### src/tasd_pkg.sv
// Shared types and constants of the three-axis step distributor.
// No dependencies; every other file of the block imports this package.
`default_nettype none
package tasd_pkg;

	localparam int MAX_SPAN_DEF   = 64;
	localparam int PASS_LIMIT_DEF = 10;

	// Direction code of one axis in one slot.
	typedef enum logic [1:0] {
		DIR_NONE = 2'd0,
		DIR_POS  = 2'd1,
		DIR_NEG  = 2'd2
	} dir_t;

	// Directions of all three axes in one slot.
	typedef struct packed {
		dir_t center;
		dir_t right;
		dir_t left;
	} slot_t;

	typedef enum logic [2:0] {
		L_IDLE,
		L_SETUP,
		L_DIV,
		L_WALK,
		L_DONE
	} lane_state_t;

	typedef enum logic [1:0] {
		T_IDLE,
		T_CALC,
		T_WAIT,
		T_EMIT
	} top_state_t;

endpackage
`default_nettype wire

### src/three_axis_step_distributor.sv
// Top level of the three-axis step distributor.
// Depends on tasd_pkg, tasd_lane and tasd_merge.
`default_nettype none
// A request carries target positions of the left, right and centre motors.
// The block subtracts its kept positions, clamps each delta to plus or minus
// MAX_SPAN, and emits one slot request per step of the largest delta, each
// giving the direction of every motor, with tlast on the final slot. A request
// that moves nothing yields no output. Each axis has its own lane, and the
// three lanes plan in parallel; a lane whose axis moves runs one or more
// passes, each made of a bit-serial stride divide and then a walk over the
// span slots, and the slots are emitted once every lane has finished.
// A new request is taken once the last slot has been handed to the output
// register.
module three_axis_step_distributor
	import tasd_pkg::*;
#(
	parameter int MAX_SPAN   = MAX_SPAN_DEF,
	parameter int PASS_LIMIT = PASS_LIMIT_DEF
) (
	input  wire logic        clk,
	input  wire logic        arst_n,
	input  wire logic        s_axis_tvalid,
	output logic             s_axis_tready,
	input  wire logic [95:0] s_axis_tdata,  // target_left, target_right, target_center
	output logic             m_axis_tvalid,
	input  wire logic        m_axis_tready,
	output logic [7:0]       m_axis_tdata,  // left_dir, right_dir, center_dir, zero fill
	output logic             m_axis_tlast   // last_slot
);

	localparam int W = $clog2(MAX_SPAN + 1);
	localparam logic signed [32:0] SPAN_POS = 33'(MAX_SPAN);
	localparam logic signed [32:0] SPAN_NEG = -33'(MAX_SPAN);

	top_state_t state_q, state_d;
	logic [31:0] tgt_s1 [3];
	logic [31:0] pos_q [3];
	logic [W-1:0] mag_c [3];
	dir_t         code_c [3];
	logic [W-1:0] span_q, span_c, slot_q;
	slot_t        codes_q, merged;
	logic [MAX_SPAN-1:0] taken [3];
	logic [2:0]   done;
	logic         start, load, space, accept;

	assign s_axis_tready = (state_q == T_IDLE);
	assign accept = s_axis_tvalid && s_axis_tready;

	// Deltas are formed on 33 bits so that they never wrap, then clamped.
	always_comb begin
		logic signed [32:0] diff, clamped;
		for (int a = 0; a < 3; a++) begin
			diff = 33'(signed'(tgt_s1[a])) - 33'(signed'(pos_q[a]));
			if (diff > SPAN_POS) begin
				clamped = SPAN_POS;
			end else if (diff < SPAN_NEG) begin
				clamped = SPAN_NEG;
			end else begin
				clamped = diff;
			end
			if (clamped < 0) begin
				mag_c[a]  = W'(-clamped);
				code_c[a] = DIR_NEG;
			end else begin
				mag_c[a]  = W'(clamped);
				code_c[a] = (clamped == 0) ? DIR_NONE : DIR_POS;
			end
		end
		span_c = mag_c[0];
		if (mag_c[1] > span_c) span_c = mag_c[1];
		if (mag_c[2] > span_c) span_c = mag_c[2];
	end

	always_comb begin
		state_d = state_q;
		start   = 1'b0;
		load    = 1'b0;
		unique case (state_q)
			T_IDLE: if (accept) state_d = T_CALC;
			T_CALC: begin
				if (span_c == '0) begin
					state_d = T_IDLE;
				end else begin
					start   = 1'b1;
					state_d = T_WAIT;
				end
			end
			T_WAIT: if (&done) state_d = T_EMIT;
			T_EMIT: begin
				load = 1'b1;
				if (space && slot_q == span_q - W'(1)) state_d = T_IDLE;
			end
			default: state_d = T_IDLE;
		endcase
	end

	always_ff @(posedge clk or negedge arst_n) begin
		if (!arst_n) begin
			state_q <= T_IDLE;
			for (int a = 0; a < 3; a++) pos_q[a] <= '0;
		end else begin
			state_q <= state_d;
			// Kept positions follow the slots as they enter the output register.
			if (load && space) begin
				unique case (merged.left)
					DIR_POS: pos_q[0] <= pos_q[0] + 32'd1;
					DIR_NEG: pos_q[0] <= pos_q[0] - 32'd1;
					default: pos_q[0] <= pos_q[0];
				endcase
				unique case (merged.right)
					DIR_POS: pos_q[1] <= pos_q[1] + 32'd1;
					DIR_NEG: pos_q[1] <= pos_q[1] - 32'd1;
					default: pos_q[1] <= pos_q[1];
				endcase
				unique case (merged.center)
					DIR_POS: pos_q[2] <= pos_q[2] + 32'd1;
					DIR_NEG: pos_q[2] <= pos_q[2] - 32'd1;
					default: pos_q[2] <= pos_q[2];
				endcase
			end
		end
	end

	always_ff @(posedge clk) begin
		if (accept) begin
			tgt_s1[0] <= s_axis_tdata[31:0];
			tgt_s1[1] <= s_axis_tdata[63:32];
			tgt_s1[2] <= s_axis_tdata[95:64];
		end
		if (state_q == T_CALC) begin
			span_q         <= span_c;
			codes_q.left   <= code_c[0];
			codes_q.right  <= code_c[1];
			codes_q.center <= code_c[2];
			slot_q         <= '0;
		end else if (load && space) begin
			slot_q <= slot_q + W'(1);
		end
	end

	for (genvar a = 0; a < 3; a++) begin : g_lane
		tasd_lane #(
			.MAX_SPAN   (MAX_SPAN),
			.PASS_LIMIT (PASS_LIMIT)
		) u_lane (
			.clk    (clk),
			.arst_n (arst_n),
			.start  (start),
			.steps  (mag_c[a]),
			.span   (span_c),
			.done   (done[a]),
			.taken  (taken[a])
		);
	end

	tasd_merge #(
		.MAX_SPAN (MAX_SPAN)
	) u_merge (
		.clk           (clk),
		.arst_n        (arst_n),
		.load          (load),
		.slot          (slot_q),
		.last          (slot_q == span_q - W'(1)),
		.taken_left    (taken[0]),
		.taken_right   (taken[1]),
		.taken_center  (taken[2]),
		.codes         (codes_q),
		.ready         (m_axis_tready),
		.space         (space),
		.merged        (merged),
		.m_axis_tvalid (m_axis_tvalid),
		.m_axis_tdata  (m_axis_tdata),
		.m_axis_tlast  (m_axis_tlast)
	);

endmodule
`default_nettype wire

### src/tasd_lane.sv
// One axis lane: spreads the steps of one axis over the span slots in passes.
// Depends on tasd_pkg; holds its own bit-serial divider for the stride.
`default_nettype none
module tasd_lane
	import tasd_pkg::*;
#(
	parameter int MAX_SPAN   = MAX_SPAN_DEF,
	parameter int PASS_LIMIT = PASS_LIMIT_DEF,
	localparam int W  = $clog2(MAX_SPAN + 1),
	localparam int NW = W + 1
) (
	input  wire logic                clk,
	input  wire logic                arst_n,
	input  wire logic                start,
	input  wire logic [W-1:0]        steps,
	input  wire logic [W-1:0]        span,
	output logic                     done,
	output logic [MAX_SPAN-1:0]      taken
);

	localparam int IW = (MAX_SPAN > 1) ? $clog2(MAX_SPAN) : 1;
	localparam int PW = $clog2(PASS_LIMIT + 2);
	localparam int CW = $clog2(NW + 1);
	localparam logic [PW-1:0] PASS_SAT = PW'(PASS_LIMIT + 1);

	lane_state_t       state_q, state_d;
	logic [MAX_SPAN-1:0] taken_q, taken_d;
	logic [W-1:0]      rem_q, rem_d, free_q, free_d, local_q, local_d;
	logic [W-1:0]      stride_q, stride_d, cnt_q, cnt_d, idx_q, idx_d, span_q, span_d;
	logic [PW-1:0]     pass_q, pass_d;
	logic [NW-1:0]     num_q, num_d, part_q, part_d, quo_q, quo_d;
	logic [CW-1:0]     bit_q, bit_d;
	logic [NW-1:0]     shifted, quo_n;
	logic              qbit, slot_free;
	logic [W-1:0]      local_n, rem_n, free_n;

	always_comb begin
		state_d  = state_q;
		taken_d  = taken_q;
		rem_d    = rem_q;
		free_d   = free_q;
		local_d  = local_q;
		stride_d = stride_q;
		cnt_d    = cnt_q;
		idx_d    = idx_q;
		span_d   = span_q;
		pass_d   = pass_q;
		num_d    = num_q;
		part_d   = part_q;
		quo_d    = quo_q;
		bit_d    = bit_q;
		shifted  = {part_q[NW-2:0], num_q[NW-1]};
		qbit     = (shifted >= {1'b0, rem_q});
		quo_n    = {quo_q[NW-2:0], qbit};
		slot_free = !taken_q[idx_q[IW-1:0]];
		local_n  = local_q;
		if (slot_free && cnt_q == '0 && local_q < rem_q) begin
			local_n = local_q + W'(1);
		end
		rem_n  = rem_q - local_n;
		free_n = free_q - local_n;
		unique case (state_q)
			L_IDLE, L_DONE: begin
				if (start) begin
					taken_d = '0;
					rem_d   = steps;
					free_d  = span;
					span_d  = span;
					pass_d  = '0;
					state_d = (steps == '0) ? L_DONE : L_SETUP;
				end
			end
			L_SETUP: begin
				// Ceiling stride for the first PASS_LIMIT + 1 passes, floor stride after them.
				if (pass_q == PASS_SAT) begin
					num_d = NW'(free_q);
				end else begin
					num_d = NW'(free_q) + NW'(rem_q) - NW'(1);
				end
				part_d  = '0;
				quo_d   = '0;
				bit_d   = '0;
				state_d = L_DIV;
			end
			L_DIV: begin
				part_d = qbit ? (shifted - {1'b0, rem_q}) : shifted;
				num_d  = {num_q[NW-2:0], 1'b0};
				quo_d  = quo_n;
				bit_d  = bit_q + CW'(1);
				if (bit_q == CW'(NW - 1)) begin
					stride_d = (quo_n == '0) ? W'(1) : quo_n[W-1:0];
					idx_d    = '0;
					cnt_d    = '0;
					local_d  = '0;
					state_d  = L_WALK;
				end
			end
			L_WALK: begin
				if (slot_free) begin
					if (cnt_q == '0) begin
						if (local_q < rem_q) begin
							taken_d[idx_q[IW-1:0]] = 1'b1;
						end
						cnt_d = stride_q - W'(1);
					end else begin
						cnt_d = cnt_q - W'(1);
					end
				end
				local_d = local_n;
				idx_d   = idx_q + W'(1);
				if (idx_q == span_q - W'(1)) begin
					rem_d  = rem_n;
					free_d = free_n;
					if (pass_q != PASS_SAT) begin
						pass_d = pass_q + PW'(1);
					end
					state_d = (rem_n == '0 || free_n == '0) ? L_DONE : L_SETUP;
				end
			end
			default: state_d = L_IDLE;
		endcase
	end

	always_ff @(posedge clk or negedge arst_n) begin
		if (!arst_n) begin
			state_q <= L_IDLE;
		end else begin
			state_q <= state_d;
		end
	end

	always_ff @(posedge clk) begin
		taken_q  <= taken_d;
		rem_q    <= rem_d;
		free_q   <= free_d;
		local_q  <= local_d;
		stride_q <= stride_d;
		cnt_q    <= cnt_d;
		idx_q    <= idx_d;
		span_q   <= span_d;
		pass_q   <= pass_d;
		num_q    <= num_d;
		part_q   <= part_d;
		quo_q    <= quo_d;
		bit_q    <= bit_d;
	end

	assign done  = (state_q == L_DONE);
	assign taken = taken_q;

endmodule
`default_nettype wire

### src/tasd_merge.sv
// Merging stage: combines the three lane masks into one slot request and
// holds it in the output register. Depends on tasd_pkg.
`default_nettype none
module tasd_merge
	import tasd_pkg::*;
#(
	parameter int MAX_SPAN = MAX_SPAN_DEF,
	localparam int W = $clog2(MAX_SPAN + 1)
) (
	input  wire logic                clk,
	input  wire logic                arst_n,
	input  wire logic                load,
	input  wire logic [W-1:0]        slot,
	input  wire logic                last,
	input  wire logic [MAX_SPAN-1:0] taken_left,
	input  wire logic [MAX_SPAN-1:0] taken_right,
	input  wire logic [MAX_SPAN-1:0] taken_center,
	input  wire slot_t               codes,
	input  wire logic                ready,
	output logic                     space,
	output slot_t                    merged,
	output logic                     m_axis_tvalid,
	output logic [7:0]               m_axis_tdata,  // left_dir, right_dir, center_dir, 0
	output logic                     m_axis_tlast
);

	localparam int IW = (MAX_SPAN > 1) ? $clog2(MAX_SPAN) : 1;

	logic  valid_q;
	slot_t data_q;
	logic  last_q;

	always_comb begin
		merged.left   = taken_left[slot[IW-1:0]]   ? codes.left   : DIR_NONE;
		merged.right  = taken_right[slot[IW-1:0]]  ? codes.right  : DIR_NONE;
		merged.center = taken_center[slot[IW-1:0]] ? codes.center : DIR_NONE;
	end

	assign space = !valid_q || ready;

	always_ff @(posedge clk or negedge arst_n) begin
		if (!arst_n) begin
			valid_q <= 1'b0;
		end else if (space) begin
			valid_q <= load;
		end
	end

	always_ff @(posedge clk) begin
		if (space && load) begin
			data_q <= merged;
			last_q <= last;
		end
	end

	assign m_axis_tvalid = valid_q;
	assign m_axis_tdata  = {2'b00, data_q.center, data_q.right, data_q.left};
	assign m_axis_tlast  = last_q;

endmodule
`default_nettype wire
### config.mk
export PLATFORM = sky130hd
export DESIGN_NAME = three_axis_step_distributor
export DESIGN_NICKNAME = d
export VERILOG_FILES = /design/src/tasd_pkg.sv /design/src/three_axis_step_distributor.sv /design/src/tasd_lane.sv /design/src/tasd_merge.sv
export SDC_FILE = /design/constraint.sdc
export NUM_CORES = 2
export LEC_CHECK = 0
export ABC_AREA = 1
export BUFFER_PORTS_ARGS = -buffer_cell sky130_fd_sc_hd__buf_2
export CAP_MARGIN = 20
export CORE_MARGIN = 8
export CORE_UTILIZATION = 52
export CTS_CLUSTER_SIZE = 14
export DETAILED_ROUTE_END_ITERATION = 7
export PLACE_DENSITY = 0.71
export SETUP_SLACK_MARGIN = 0.1
export SLEW_MARGIN = 30
export SYNTH_ARGS = -nofsm -noshare
export SYNTH_HDL_FRONTEND = slang
export SYNTH_SLANG_ARGS = --single-unit
### constraint.sdc
create_clock -name clk -period 10.3 [get_ports clk]
set_input_delay 0.515 -clock clk [delete_from_list [all_inputs] [get_ports clk]]
set_output_delay 0.515 -clock clk [all_outputs]
set_load 0.01 [all_outputs]
Word-level counts from Yosys, hierarchy flattened
Memory sizes are Yosys's and may differ from the RTL's.
Cells that the tools add are included.
{"block": "op_classes", "add_sub_neg": 50, "mul": 0, "div_mod_pow": 0, "n_lt_le_gt_ge": 24, "eq_ne": 58, "n_shift": 0, "muxes": 144, "n_bitwise": 3, "n_reduce_logical": 87}
{"cell": "$mux 64", "n": 10}
{"cell": "$pmux 64 s2", "n": 3}
{"cell": "$pmux 7 s2", "n": 21}
{"cell": "$mux 7", "n": 30}
{"cell": "$mux 33", "n": 6}
{"cell": "$or 64x64->64", "n": 3}
{"cell": "$pmux 32 s2", "n": 3}
{"cell": "$gt 33x8->1 const B", "n": 3}
{"cell": "$logic_not 33->1", "n": 3}
{"cell": "$lt 33x1->1 const B", "n": 3}
{"cell": "$lt 33x7->1 const B", "n": 3}
{"cell": "$sub 32x32->33", "n": 3}
{"cell": "$add 32x1->32 const B", "n": 3}
{"cell": "$sub 32x1->32 const B", "n": 3}
{"cell": "$logic_not 7->1", "n": 13}
{"cell": "$sub 7x1->7 const B", "n": 10}
{"cell": "$sub 7x7->7", "n": 9}
{"cell": "$add 7x1->7 const B", "n": 7}
{"cell": "$pmux 4 s2", "n": 6}
{"cell": "$pmux 8 s2", "n": 3}
{"cell": "$mux 3", "n": 15}
{"cell": "$bmux 1 s6", "n": 6}
{"cell": "$pmux 3 s4", "n": 3}
{"cell": "$ne 2x1->1 const B", "n": 17}
{"cell": "other kinds (37)", "n": 180}
{"block": "word_totals", "register_bits": 564, "latch_bits": 0, "mem_bits_rw": 96, "mem_bits_ro": 0, "in_bits": 100, "output_inout_bits": 11, "elab_cells": 423, "mem_count": 1}
{"name": "tgt_s1", "depth": 3, "word_bits": 32, "read_ports": 3, "rd_ports_with_merged_regs": 0, "write_ports": 3, "line": "three_axis_step_distributor.sv:36", "rtl": "logic [31:0] tgt_s1 [3];"}

Longest topological paths before layout
An unclocked memory read counts as a cell.
{"block": "depth", "ltp_word": 16, "ltp_mapped": 57, "mapped_depth_nobuf": 56}

Cells and area by module
Synthesis repeated with hierarchy kept, for this count alone.
{"block": "unflattened", "cells_unflattened": 6564, "area_unflattened_um2": 49356.1}
{"module": "three_axis_step_distributor", "n_inst": 1, "cells_per_inst": 3107, "area_each_um2": 20978.9, "seq_area_each_um2": 5865.6}
{"module": "tasd_lane (g_lane[2].u_lane)", "n_inst": 1, "cells_per_inst": 1034, "area_each_um2": 8800.9, "seq_area_each_um2": 4369.2}
{"module": "tasd_lane (g_lane[0].u_lane)", "n_inst": 1, "cells_per_inst": 974, "area_each_um2": 8650.8, "seq_area_each_um2": 4369.2}
{"module": "tasd_lane (g_lane[1].u_lane)", "n_inst": 1, "cells_per_inst": 975, "area_each_um2": 8622.0, "seq_area_each_um2": 4369.2}
{"module": "tasd_merge", "n_inst": 1, "cells_per_inst": 474, "area_each_um2": 2303.5, "seq_area_each_um2": 235.2}

Least setup slack after synthesis
OpenSTA, ideal clock, no wires.
{"block": "synth_timing", "kind": "register to register", "from": "register pos_q[64] (netlist bit)", "to": "register g_lane[0].u_lane.taken_q[0] (enable)", "setup_time_ps": 486, "arrival_time_ps": 9522, "required_time_ps": 9814, "path_slack_ps": 292, "path_stages_with_launch": 49, "n_path_buf": 0, "synth_period_minus_slack_ps": 10008, "cell_sequence": "dfrtp_1 > ha_1 > fa_1 > inv_1 > nand2_1 > nand2_1 > nand2_1 > inv_1 > nand3_1 > nand4_1 > nand2_1 > or4_1 > nor3_1 > nand4_1 > ha_1 > nor2_1 > o311ai_0 > nand3_1 > (+13 left out) > nand2_1 > o21ai_0 > nand2_1 > o2111ai_1 > inv_1 > a31oi_1 > inv_1 > nand3_1 > nand2_1 > nand3_1 > nor2_1 > nand2_2 > nor2_4 > nand2_4 > nand2_8 > nand2_4 > o21ai_2 > nor2_1"}
{"block": "synth_between", "elab_chain_len": 15, "elab_cells_between_ends": 17, "cone_classes": "2 x add/sub; 5 x order compare; 1 x eq/ne; 7 x mux; 2 x reduce/logical"}
{"element": "from (decl)", "line": "three_axis_step_distributor.sv:37", "rtl": "logic [31:0] pos_q [3];"}
{"element": "$sub 32x32->33 *", "line": "three_axis_step_distributor.sv:53", "rtl": "diff = 33'(signed'(tgt_s1[a])) - 33'(signed'(pos_q[a]));"}
{"element": "$lt 33x7->1", "line": "three_axis_step_distributor.sv:56", "rtl": "end else if (diff < SPAN_NEG) begin"}
{"element": "$mux 33", "line": "three_axis_step_distributor.sv:56"}
{"element": "$mux 33 *", "line": "three_axis_step_distributor.sv:54", "rtl": "if (diff > SPAN_POS) begin"}
{"element": "$lt 33x1->1 or $neg 7->7 (tied branches)", "line": "three_axis_step_distributor.sv:61, three_axis_step_distributor.sv:62"}
{"element": "$mux 7 *", "line": "three_axis_step_distributor.sv:61", "rtl": "if (clamped < 0) begin"}
{"element": "$gt 7x7->1", "line": "three_axis_step_distributor.sv:70", "rtl": "if (mag_c[1] > span_c) span_c = mag_c[1];"}
{"element": "$mux 7 *", "line": "three_axis_step_distributor.sv:70"}
{"element": "$gt 7x7->1", "line": "three_axis_step_distributor.sv:71", "rtl": "if (mag_c[2] > span_c) span_c = mag_c[2];"}
{"element": "$mux 7 *", "line": "three_axis_step_distributor.sv:71"}
{"element": "$logic_not 7->1 *", "line": "three_axis_step_distributor.sv:81", "rtl": "if (span_c == '0) begin"}
{"element": "$mux 1 *", "line": "three_axis_step_distributor.sv:81"}
{"element": "$mux 1 *", "line": "three_axis_step_distributor.sv:78", "rtl": "unique case (state_q)"}
{"element": "$ne 2x1->1 (no line) *"}
{"element": "$reduce_and 5->1 (no line) *"}
{"element": "to (signal assigned)", "line": "tasd_lane.sv:133", "rtl": "taken_q <= taken_d;"}
{"element": "to (decl)", "line": "tasd_lane.sv:27", "rtl": "logic [MAX_SPAN-1:0] taken_q, taken_d;"}
Mark *: on every way between the ends. The rest lies on a longest branch, timed or not.
A chain may end at the register's enable or synchronous reset.

Worst setup path after layout
{"block": "layout_timing", "from": "register pos_q[32] (netlist bit)", "to": "register g_lane[2].u_lane.free_q[1] (enable)"}
{"block": "layout_between", "elab_chain_len": 15, "elab_cells_between_ends": 17, "cone_classes": "2 x add/sub; 5 x order compare; 1 x eq/ne; 7 x mux; 2 x reduce/logical"}
{"element": "$sub 32x32->33 *", "line": "three_axis_step_distributor.sv:53"}
{"element": "$lt 33x7->1", "line": "three_axis_step_distributor.sv:56"}
{"element": "$mux 33", "line": "three_axis_step_distributor.sv:56"}
{"element": "$mux 33 *", "line": "three_axis_step_distributor.sv:54"}
{"element": "$lt 33x1->1 or $neg 7->7 (tied branches)", "line": "three_axis_step_distributor.sv:61, three_axis_step_distributor.sv:62"}
{"element": "$mux 7 *", "line": "three_axis_step_distributor.sv:61"}
{"element": "$gt 7x7->1", "line": "three_axis_step_distributor.sv:70"}
{"element": "$mux 7 *", "line": "three_axis_step_distributor.sv:70"}
{"element": "$gt 7x7->1", "line": "three_axis_step_distributor.sv:71"}
{"element": "$mux 7 *", "line": "three_axis_step_distributor.sv:71"}
{"element": "$logic_not 7->1 *", "line": "three_axis_step_distributor.sv:81"}
{"element": "$mux 1 *", "line": "three_axis_step_distributor.sv:81"}
{"element": "$mux 1 *", "line": "three_axis_step_distributor.sv:78"}
{"element": "$ne 2x2->1 (no line) *"}
{"element": "$reduce_and 3->1 (no line) *"}
{"element": "to (signal assigned)", "line": "tasd_lane.sv:135", "rtl": "free_q <= free_d;"}
{"element": "to (decl)", "line": "tasd_lane.sv:28", "rtl": "logic [W-1:0] rem_q, rem_d, free_q, free_d, local_q, local_d;"}
Marked as above.

==> results.py <==
metrics = {
    "status": {
        "run_status": "complete, no violations",
    },
    "place": {
        "placed_area_um2": 50240,
        "dpl.cell_count": 7602,
        "place.port_buffers": 108,
        "detail_placement_hpwl_um": 96990,
        "place.gp.congestion": 0.9502,
        "place_worst_setup_slack_ns": 0.8467,
    },
    "cts": {
        "max-clock-path-buffers": 3,
        "clock_sinks": 660,
        "clk-insertion-delay-late_ns": 0.65,
        "cts-buffers-inserted": 79,
        "tritoncts": "built",
        "clkSlewWorstSetupHoldPaths_ns": 0.06,
        "cts_post_setup_buffers_inserted": 0,
        "clock_tree.root_cell": "sky130_fd_sc_hd__clkbuf_16",
        "cts_max_level": 3,
    },
    "yosys": {
        "synth_async_sr_flop_share_pct": 16.36,
        "synthCells": 6353,
        "syn-cell-area_um2": 48280,
        "post_synth.cell_area_avg_um2": 7.600,
        "synth.ff_latch_count": 660,
        "synthDistinctLibCells": 76,
        "synth_flop_cell": "sky130_fd_sc_hd__edfxtp_1",
        "ys_seq_area_share_pct": 39.78,
        "synth.top_cells.by_area": "sky130_fd_sc_hd__edfxtp_1, sky130_fd_sc_hd__nand2_1, sky130_fd_sc_hd__ha_1",
        "synth_enable_flop_cells": 545,
        "synth_largest_type_area_fraction_pct": 33.89,
        "yosys.area.top_type": "sky130_fd_sc_hd__edfxtp_1",
        "yosysWarnings": 0,
    },
    "power_and_ir_drop": {
        "power.switching_mw": 1.203,
        "finalPower_mw": 5.775,
        "swShare_pct": 20.83,
        "power_share_of_the_sequential_group_pct": 49.5,
        "power.clock.fraction_pct": 49.9,
        "power.combinational.fraction_pct": 0.6,
        "power_density_nw_per_um2": 109.0,
        "internal_power_mw": 4.572,
        "ir_worst_vdd_uv": 145.2,
        "power_leakage_nw": 24.62,
    },
    "critical_path": {
        "worst_path_largest_cell_delay_ns": 0.69,
        "timing.critical_path.buf_inv": 7,
        "startpoint_type": "flop",
        "rr_startpoint": "pos_q[32]",
        "r2r_cells": 51,
        "critical_path_class": "flop to flop",
        "critPathMaxFanout": 14,
        "required_ns": 10.56,
        "path_depth": 51,
        "register_to_register_path_setup_slack_ns": 1.16,
        "cp.arrival_ns": 9.39,
        "critPathCaptureType": "flop",
        "critical_path.endpoint": "g_lane[2].u_lane.free_q[1]",
        "crit_slowest_cell": "sky130_fd_sc_hd__nor2_2",
        "worst_path_most_repeated_cell": "sky130_fd_sc_hd__nand2_1",
        "rr_endpoint": "g_lane[2].u_lane.free_q[1]",
        "path_delay_family": "simple AND/OR/NAND/NOR gates",
        "critPathLaunch": "pos_q[32]",
    },
    "min_path": {
        "worst_min_path_class": "primary input to flop",
        "hp-start": "s_axis_tdata[8]",
    },
    "sta": {
        "hold_viol_final": 0,
        "max_freq_ghz": 0.1095,
        "final.setup_skew_ns": 0.02862,
        "timing.final.setup_violations": 0,
        "slew_viol_final": 0,
        "whs_ns": 0.04284,
        "max_slew.worst_pin.slew_ns": 1.017,
        "final_critical_path_time_including_i_o_delays_and_setup_ns": 9.136,
        "timing.slew.headroom_pct": 32.14,
        "final.setup.tns_ns": 0,
        "final_min_period_over_clock_period_pct": 88.69,
        "post-route-worst-setup-slack_ns": 1.164,
        "rsz0062_at_grt": "no",
    },
    "layout": {
        "share_of_post_route_cells_with_drive_strength_above_1_pct": 6.407,
        "fin_nets": 6906,
        "layout.core_utilization_pct": 57.70,
        "multi_input_comb_area_um2": 24590,
        "post-route-cell-area_um2": 52970,
        "synthToLayoutAreaGrowth_pct": 9.702,
        "final-seq-area_um2": 19210,
        "fillers": 8439,
        "stdcell_count": 7754,
    },
    "floorplanning": {
        "dieHeight_um": 320.7,
        "die_x_um": 320.7,
        "initial_utilization_pct": 52.60,
        "placementRows": 111,
        "ios": 111,
        "core_region_area_um2": 91800,
        "fp.dieArea_um2": 102900,
    },
    "drt": {
        "drtPass1Iterations": 6,
        "wirelength_um": 131100,
        "viasPerCell": 5.545,
        "post-route-drc-count": 0,
        "route.detailed.wl_per_inst_um": 16.91,
        "routed-via-count": 43000,
        "antenna_violating_nets_post_route": 0,
        "drt_iter0_markers": 4049,
    },
    "run": {
        "drv.max_cap_violation_count": 0,
    },
    "global_routing": {
        "number_of_global_route_vias_before_repair": 40620,
        "antenna_found_initial": 4,
        "grt_start_max_net_pins": 104,
        "overflow": 0,
        "global_route_wire_length_before_repair_um": 210500,
        "globalRouteTotalUtil_pct": 24.76,
    },
}
==> registers in the layout (all words and copies together), names as in the netlist, 9 cells and up, named ones only <==
register                count
g_lane.u_lane.rem_q        21
g_lane.u_lane.num_q        24
g_lane.u_lane.pass_q       12
g_lane.u_lane.bit_q        12
g_lane.u_lane.taken       192
g_lane.u_lane.part_q       21
g_lane.u_lane.span_q       21
g_lane.u_lane.cnt_q        21
pos_q                      96
g_lane.u_lane.local_q      21
g_lane.u_lane.idx_q        21
g_lane.u_lane.free_q       21
tgt_s1                     96
g_lane.u_lane.quo_q        21
g_lane.u_lane.state_q       9
g_lane.u_lane.stride_q     21
==> worst min-delay path by stage <==
stage / endpoint / slack [ns] / cells after the start
after floorplan: asynchronous set/reset pin / 0.22 / 0
after CTS: tgt_s1[0][91] / 0.0006 / 1
after global placement: g_lane[1].u_lane.stride_q[5] / 0.43 / 0
after detailed placement: g_lane[0].u_lane.stride_q[2] / 0.44 / 0
after global routing: tgt_s1[0][90] / 0.02 / 1
final: tgt_s1[0][8] / 0.04 / 1
==> cell type report <==
| cell class | count | area share [%] |
|---|---|---|
| antenna | 2 | 0.009449 |
| clock buffer | 100 | 4.091 |
| clock inverter | 45 | 0.8953 |
| inverter | 1062 | 7.526 |
| multi-input combinational | 4480 | 46.42 |
| sequential | 660 | 36.27 |
| tap | 1243 | 2.936 |
| timing repair buffer | 162 | 1.850 |
==> routing by layer <==
layer	routed length [µm]	global-route usage, %	up-vias
met2	60210	40.65	1556
met5	0	0	-
met4	3913	7.836	0
met3	10190	3.703	270
li1	-	-	21270
met1	56810	33.65	19900
==> kinds of logic after synthesis <==
family,share of synthesized area [%]
adder cells (fa/ha/maj),9.635
buffers and inverters,9.531
AO/OA/AOI/OAI,13.74
flip-flops,39.78
AND/OR/NAND/NOR,23.41
other,0.007767
XOR/XNOR,3.895
==> power groups by stage <==
stage	Clock, mW	Combinational, mW	Sequential [mW]
2_1_floorplan	0	0.00102	2.92
3_5_place_dp	0	0.0339	2.92
4_1_cts	2.93	0.0349	2.86
5_1_grt	3.03	0.0369	2.86
3_3_place_gp	0	0.0337	2.92
6_report	2.88	0.0341	2.86
==> timing repair <==
| item | CTS | global route |
|---|---|---|
| hold endpoints to repair | 41 | 0 |
| hold buffers | 3 | 0 |
| gates resized for setup | 0 | 3 |
| setup endpoints to repair | 0 | 202 |
==> worst reg2reg max path: cells and delay by family (launching register included) <==
family | cells | cell delay (ns)
and+or+nand+nor | 32 | 4.04
adders and majority gates | 6 | 1.92
AOI/OAI and AO/OA | 6 | 1.56
buffers and inverters | 7 | 0.85
DFF | 1 | 0.42
==> cell usage after synthesis (11+ instances only) <==
cell	n
sky130_fd_sc_hd__o21ai_0	385
sky130_fd_sc_hd__nand3_1	291
sky130_fd_sc_hd__nor4_1	18
sky130_fd_sc_hd__o22ai_1	52
sky130_fd_sc_hd__clkinv_1	12
sky130_fd_sc_hd__xnor2_1	82
sky130_fd_sc_hd__nand4_1	82
sky130_fd_sc_hd__nor2_2	19
sky130_fd_sc_hd__nand2_1	1563
sky130_fd_sc_hd__inv_2	23
sky130_fd_sc_hd__o21bai_1	11
sky130_fd_sc_hd__a31oi_1	29
sky130_fd_sc_hd__ha_1	343
sky130_fd_sc_hd__a221oi_1	22
sky130_fd_sc_hd__clkbuf_1	130
sky130_fd_sc_hd__dfrtp_1	108
sky130_fd_sc_hd__a211oi_1	16
sky130_fd_sc_hd__edfxtp_1	545
sky130_fd_sc_hd__fa_1	18
sky130_fd_sc_hd__a21oi_1	558
sky130_fd_sc_hd__nand3b_1	20
sky130_fd_sc_hd__xor2_1	129
sky130_fd_sc_hd__a22oi_1	12
sky130_fd_sc_hd__o221ai_1	11
sky130_fd_sc_hd__o21ai_1	13
sky130_fd_sc_hd__nor2_1	553
sky130_fd_sc_hd__nor3_1	79
sky130_fd_sc_hd__o41ai_1	11
sky130_fd_sc_hd__nand2_2	16
sky130_fd_sc_hd__o211ai_1	14
sky130_fd_sc_hd__inv_1	1027
==> layout by cell type (no fill, tap or decap), types with 11 or more instances in the layout <==
cell and instances:
sky130_fd_sc_hd__nand3_1 291, sky130_fd_sc_hd__xor2_1 129, sky130_fd_sc_hd__a22oi_1 12, sky130_fd_sc_hd__nor3_2 14, sky130_fd_sc_hd__clkbuf_1 11, sky130_fd_sc_hd__ha_1 343
sky130_fd_sc_hd__dfrtp_1 108, sky130_fd_sc_hd__nand2_2 16, sky130_fd_sc_hd__o21ai_1 16, sky130_fd_sc_hd__a211oi_1 16, sky130_fd_sc_hd__clkinv_2 15, sky130_fd_sc_hd__xnor2_1 82
sky130_fd_sc_hd__o21ai_0 380, sky130_fd_sc_hd__nand4_1 82, sky130_fd_sc_hd__o211ai_1 14, sky130_fd_sc_hd__a21oi_1 558, sky130_fd_sc_hd__o21bai_1 11, sky130_fd_sc_hd__clkbuf_16 80
sky130_fd_sc_hd__nand3b_1 20, sky130_fd_sc_hd__clkinv_1 16, sky130_fd_sc_hd__inv_2 28, sky130_fd_sc_hd__o22ai_1 52, sky130_fd_sc_hd__nor2_1 548, sky130_fd_sc_hd__a221oi_1 22
sky130_fd_sc_hd__buf_2 107, sky130_fd_sc_hd__inv_1 1024, sky130_fd_sc_hd__nor3_1 71, sky130_fd_sc_hd__fa_1 18, sky130_fd_sc_hd__nor4_1 18, sky130_fd_sc_hd__a31oi_1 27
sky130_fd_sc_hd__o221ai_1 11, sky130_fd_sc_hd__nand2_1 1563, sky130_fd_sc_hd__buf_4 48, sky130_fd_sc_hd__edfxtp_1 545, sky130_fd_sc_hd__o41ai_1 11, sky130_fd_sc_hd__nor2_2 23
Power figures use the tool's default switching activity.
